**src/sv/cpfb_pkg.sv**
```systemverilog
// Shared types and constants of the complex polyphase FIR filter bank.
package cpfb_pkg;

    // Field widths of the payload and of the configuration registers.
    localparam int SAMPLE_BITS = 16;
    localparam int FI_W        = 5;
    localparam int TI_W        = 6;
    localparam int FILT_REG_W  = 6;
    localparam int TAPS_REG_W  = 7;
    localparam int SCALE_W     = 16;
    localparam int CFG_IDX_W   = 2;
    localparam int CFG_DATA_W  = 16;

    // Fixed-point format: Q1.15 data, Q4.12 scale.
    localparam int FRAC_BITS  = SAMPLE_BITS - 1;
    localparam int SCALE_FRAC = 12;
    localparam int OUT_SHIFT  = FRAC_BITS + SCALE_FRAC;
    localparam int SPLIT_BITS = 16;

    // Default storage sizes.
    localparam int DEF_MAX_FILTERS = 32;
    localparam int DEF_MAX_TAPS    = 64;

    // Register reset values.
    localparam logic [FILT_REG_W-1:0]  RST_FILTERS = FILT_REG_W'(32);
    localparam logic [TAPS_REG_W-1:0]  RST_TAPS    = TAPS_REG_W'(64);
    localparam logic signed [SCALE_W-1:0] RST_SCALE = SCALE_W'(4096);

    typedef enum logic [1:0] {
        OP_LOAD         = 2'd0,
        OP_PUSH         = 2'd1,
        OP_COMPUTE      = 2'd2,
        OP_PUSH_COMPUTE = 2'd3
    } t_opcode;

    typedef enum logic [CFG_IDX_W-1:0] {
        CFG_FILTERS = 2'd0,
        CFG_TAPS    = 2'd1,
        CFG_SCALE   = 2'd2
    } t_cfg_idx;

    typedef enum logic [2:0] {
        ST_IDLE,
        ST_MAC,
        ST_DRAIN,
        ST_SCL_RE,
        ST_FIN_RE,
        ST_SCL_IM,
        ST_FIN_IM,
        ST_PUT
    } t_state;

    typedef struct packed {
        t_opcode                        opcode;
        logic [FI_W-1:0]                filter_index;
        logic [TI_W-1:0]                tap_index;
        logic signed [SAMPLE_BITS-1:0]  data_re;
        logic signed [SAMPLE_BITS-1:0]  data_im;
    } t_in_item;

    typedef struct packed {
        logic signed [SAMPLE_BITS-1:0]  out_re;
        logic signed [SAMPLE_BITS-1:0]  out_im;
        logic                           index_error;
    } t_out_item;

endpackage

```
**src/sv/cpfb_ram.sv**
```systemverilog
// Generic single-write, single-read RAM with a registered read port.
module cpfb_ram #(
    parameter int WIDTH = 2 * cpfb_pkg::SAMPLE_BITS,
    parameter int DEPTH = cpfb_pkg::DEF_MAX_TAPS,
    localparam int AW   = $clog2(DEPTH)
) (
    input  logic             i_clk,
    input  logic             i_we,
    input  logic [AW-1:0]    i_waddr,
    input  logic [WIDTH-1:0] i_wdata,
    input  logic [AW-1:0]    i_raddr,
    output logic [WIDTH-1:0] o_rdata
);

    logic [WIDTH-1:0] r_mem [DEPTH];
    logic [WIDTH-1:0] r_rdata;

    always_ff @(posedge i_clk) begin
        if (i_we) begin
            r_mem[i_waddr] <= i_wdata;
        end
        r_rdata <= r_mem[i_raddr];
    end

    assign o_rdata = r_rdata;

endmodule

```
**config.mk**
```make
export PLATFORM = sky130hd
export DESIGN_NAME = cpfb_ram
export DESIGN_NICKNAME = d
export VERILOG_FILES = /design/src/sv/cpfb_pkg.sv /design/src/sv/cpfb_ram.sv
export SDC_FILE = /design/constraint.sdc
export NUM_CORES = 2
export LEC_CHECK = 0
export BUFFER_PORTS_ARGS = -buffer_cell sky130_fd_sc_hd__buf_2
export CAP_MARGIN = 10
export CORE_UTILIZATION = 45
export CTS_CLUSTER_SIZE = 14
export DETAILED_ROUTE_END_ITERATION = 7
export PLACE_DENSITY = 0.59
export SLEW_MARGIN = 20
export SYNTH_ARGS = -nofsm -noshare
export SYNTH_HDL_FRONTEND = slang
export SYNTH_SLANG_ARGS = --single-unit
```
**constraint.sdc**
```tcl
create_clock -name i_clk -period 6.6 [get_ports i_clk]
set_input_delay 0.66 -clock i_clk [delete_from_list [all_inputs] [get_ports i_clk]]
set_output_delay 0.66 -clock i_clk [all_outputs]
set_load 0.02 [all_outputs]
```
# After elaboration in Yosys (flattened, before gate mapping)
# Memories as Yosys holds them, arrays and structs flattened. A register that Yosys moved wholly into a read port is not among the register bits.
# Index checks and enable logic that the tools add are counted.
# classes
n_mux	2
# ops
op	count
two-way mux 1 bit	2
# totals
output_inout_bits	32
in_bits	46
mem_count	1
ram_bits	2048
elab_cells	3
regBits	0
# memory_table
memory	words	word_bits	read_ports	rd_clocked_by_memory_dff	write_ports	line	text
r_mem	64	32	1	1	1	cpfb_ram.sv:15	logic [WIDTH-1:0] r_mem [DEPTH];

# Logic depth before layout (Yosys ltp)
# logic_depth
ltp_word	2
mapped_depth	10
mapped_depth_nobuf	5

# Worst setup path before layout
# Ideal clock, no wire load.
# synth_path
path_kind	input -> register
startpoint	in i_waddr[3]
endpoint	mem r_mem[48][0] in the netlist's numbering, enable pin
setup_ps	461
stages	4
required_time_ps	6139
n_path_buf	1
t_arrival_ps	3359
path_slack_ps	2780
cell_sequence	clkbuf_1 > nor2b_1 > nand4b_1 > nor3_1
# synth_rtl
item	line	text
start: declaration	cpfb_ram.sv:9	input logic [AW-1:0] i_waddr,
end: declaration	cpfb_ram.sv:15	
# No word-level cell before the write port.

==> impl_metrics.py <==
metrics = {
    "outcome": {
        "status": "finished with violations",
        "violations": "antenna rules",
    },
    "synthesis": {
        "synth_top_family_by_area": "multiplexers",
        "ys_seq_elements": 2080,
        "syn_area_sq_um": 78500,
        "synth-edff-count": 2048,
        "ys_types": 34,
        "synth_seq_area_share": 0.791,
        "synthSimpleGateAreaFrac": 0.0127,
        "synth_ff_type": "edfxtp_1",
        "syn-num-nets": 3370,
        "synth-xor-area-share": 0,
        "synth-compound-area-share": 0.0167,
        "yosys_warnings": 0,
        "synthAdderAreaFrac": 0,
        "muxShareOfSynthArea": 0.168,
        "syn_avg_cell_area_sq_um": 23.6,
        "synth-async-reset-ratio": 0,
        "netlist_instances": 3324,
    },
    "timing": {
        "fin_worst_skew_ns": 0.0412,
        "fin_crit_sh": 0.542,
        "min_period_ns": 3.57,
        "worst-slew-pin-transition_ns": 1.05,
        "setup_viol": 0,
        "hold_viol_final": 0,
        "tns_ns": 0,
        "timing.hold.ws_ns": 0.354,
        "maxSlewHeadroom": 0.302,
        "drv_slew": 0,
        "rsz0062_at_grt": "false",
        "fmax_mhz": 280,
        "timing.final.ws_setup_ns": 3.03,
    },
    "power_and_ir_drop": {
        "powerDensity_nw_per_um2": 308,
        "power.leakage_nw": 27.6,
        "finalPower_w": 0.0274,
        "peakVddDrop_v": 0.000306,
    },
    "cts": {
        "holdBufCountCts": 0,
        "ctsResizeCount": 0,
        "numCtsBuffers": 202,
        "clkSlewWorstSetupHoldPaths_ns": 0.06,
        "clk_path_buf_depth": 3,
        "clock_latency_ns": 0.84,
        "cts.htree.levels": 4,
        "cts_root_buf": "clkbuf_16",
        "postCtsSetupBuffers": 0,
        "cts_tree": "done",
        "cts.sinks": 2080,
    },
    "drt": {
        "dr.first_iter.drc_count": 4619,
        "routed_via_density": 6.10,
        "drc": 0,
        "post_drt_wl_per_cell_um": 34.1,
        "via_count": 36900,
        "ant_nets": 1,
        "dr.pass1.iters": 5,
        "drt-total-wl_um": 207000,
    },
    "global_routing": {
        "grt_max_degree": 83,
        "grt_usage": 0.237,
        "antenna_found_initial": 11,
        "grt_first_pass_wirelength_um": 288000,
        "grt_overflow": 0,
        "grt_pass1_vias": 36800,
    },
    "placed_design": {
        "gp_congestion": 0.830,
        "hpwl_um": 110000,
        "dp_cells": 5665,
        "portBuffers": 77,
        "dp_slack_ns": 2.13,
    },
    "finish": {
        "area_growth_pct": 13.6,
        "final.fill_count": 13300,
        "final_nets": 3606,
        "final_cells": 6054,
        "layout-drive-gt1-share": 0.299,
    },
    "worst_setup_path": {
        "critPathBufInv": 3,
        "ff2ff_setup_slack_ns": 4.08,
        "path_cells": "buf_8, buf_12, buf_4, mux4_2, mux4_2, o22ai_1, nor2_1",
        "reg2reg_depth": 4,
        "crit_family": "buffers and inverters",
        "critPathSlowestCell": "o22ai_1",
        "arrival_ns": 4.26,
        "cp_common_cell": "mux4_2",
        "required_ns": 7.29,
        "criticalPathCategory": "input pin to flip-flop",
        "cp-end-kind": "flip-flop",
        "cp-start-kind": "input pin",
        "crit_fanout": 59,
        "r2r_start": "r_mem[27][24]",
        "max_stage_delay_ns": 0.71,
        "r2r-end": "o_rdata[24]",
    },
    "die": {
        "core.rowCount": 152,
        "design.portCount": 78,
        "die_area_sq_um": 176000,
        "start_util": 0.455,
        "die_h_um": 420,
        "coreArea_sq_um": 172000,
        "chipWidth_um": 420,
    },
    "min_path": {
        "hold_depth": 1,
        "hold_start": "i_wdata[18]",
        "hold_path.class": "input pin to flip-flop",
        "holdPathEnd": "r_mem[29][18]",
    },
    "flow_run": {
        "cap_violations": 0,
    },
}
[worst reg2reg max path, stage by stage (launching register included)]
cell and delay [ns]:
edfxtp_1 0.36, mux4_2 0.48, mux4_2 0.57, o22ai_1 0.67, nor2_1 0.26
[sequential cells by signal, summed over array words and instances (netlist names)]
register,flops
r_mem,2048
o_rdata,32
[worst max-delay path by stage]
stage	start	to	slack (ns)	depth (start not counted)
after global routing	i_raddr[0]	o_rdata[23]	2.92	7
after detailed placement	i_raddr[0]	o_rdata[23]	2.13	7
final	i_raddr[0]	o_rdata[23]	3.03	7
after CTS	i_raddr[0]	o_rdata[23]	3.04	7
after global placement	i_raddr[0]	o_rdata[23]	2.07	7
after floorplan	i_waddr[3]	r_mem[48][0]	2.78	4
[cell usage after synthesis, types with 2 or more instances]
master,count,area (sq um)
edfxtp_1,2048,61500
mux4_2,544,12300
nor2_1,137,514
mux2i_1,93,931
o22ai_1,84,526
clkbuf_1,74,278
a21oi_1,62,310
buf_2,57,285
dfxtp_1,32,641
o221ai_1,27,236
nand2_1,26,97.6
buf_4,25,188
buf_1,21,78.8
nor2b_1,15,93.8
a22oi_1,12,90.1
a311oi_1,8,70.1
nand2b_1,8,50.1
nor3_1,7,35.0
buf_6,5,56.3
nand3_1,5,25.0
nand3b_1,5,37.5
a41o_1,4,40.0
and3_1,4,25.0
o32ai_1,4,35.0
or3_1,3,18.8
or3b_2,3,26.3
and2_1,2,12.5
nand4_1,2,12.5
or3b_1,2,17.5
[cells in the final DEF, fill, tap and decap left out, types with 5 or more instances in the layout]
master	synthesis	final
clkinv_16	0	5
clkbuf_1	74	62
nor3_1	7	5
diode_2	0	7
bufinv_16	0	13
buf_4	25	129
a21oi_1	62	62
clkbuf_8	0	19
nand2_1	26	26
a22oi_1	12	12
nand2b_1	8	7
nor2b_1	15	15
nor2_4	0	62
edfxtp_1	2048	2048
buf_12	0	13
mux2i_1	93	93
o221ai_1	27	27
o22ai_1	84	84
clkbuf_16	0	202
nand3_1	5	5
a311oi_1	8	8
nand3b_1	5	5
dfxtp_1	32	32
clkinvlp_4	0	5
buf_2	57	68
clkinv_1	0	28
mux4_2	544	544
clkinv_2	0	35
nor2_1	137	75
[metrics by stage]
stage / instance area (sq um) / utilization
4_1_cts: 89200 / 0.517
6_report: 89200 / 0.517
2_1_floorplan: 78500 / -
5_1_grt: 89200 / 0.517
3_5_place_dp: 82600 / 0.479
3_3_place_gp: 82600 / 0.479
[cell families (layout without fill, tap and decap cells)]
group           Yosys count  count (layout)
flops                  2080            2080
buf+inv                 182             595
compound gates          202             202
other cells               0               7
simple gates            223             223
mux                     637             637
[area by class of cell]
cell class	count	area, sq um	area share
Tap cell	2310	2890	0.0324
Multi-Input combinational cell	1062	16000	0.179
Antenna cell	7	17.5	0.000196
Timing Repair Buffer	214	1630	0.0182
Clock buffer	283	5550	0.0622
Clock inverter	98	1020	0.0114
Sequential cell	2080	62100	0.697
[where the power goes]
group	leakage [nW]	switching (W)	internal (W)
clock	3.20	0.00496	0.00641
sequential	18.7	0.0000532	0.0146
combinational	5.75	0.000911	0.000489
total	27.6	0.00592	0.0215
[layer usage]
metal  up-vias  global-route usage  share of wire
met2      1670               0.371           0.48
met5         -                   0       0.000063
met1     20300               0.345           0.42
met4         2              0.0617          0.024
met3       258              0.0460          0.080
li1      14800                   -              -
No activity file was read; power rests on OpenSTA's default activity.
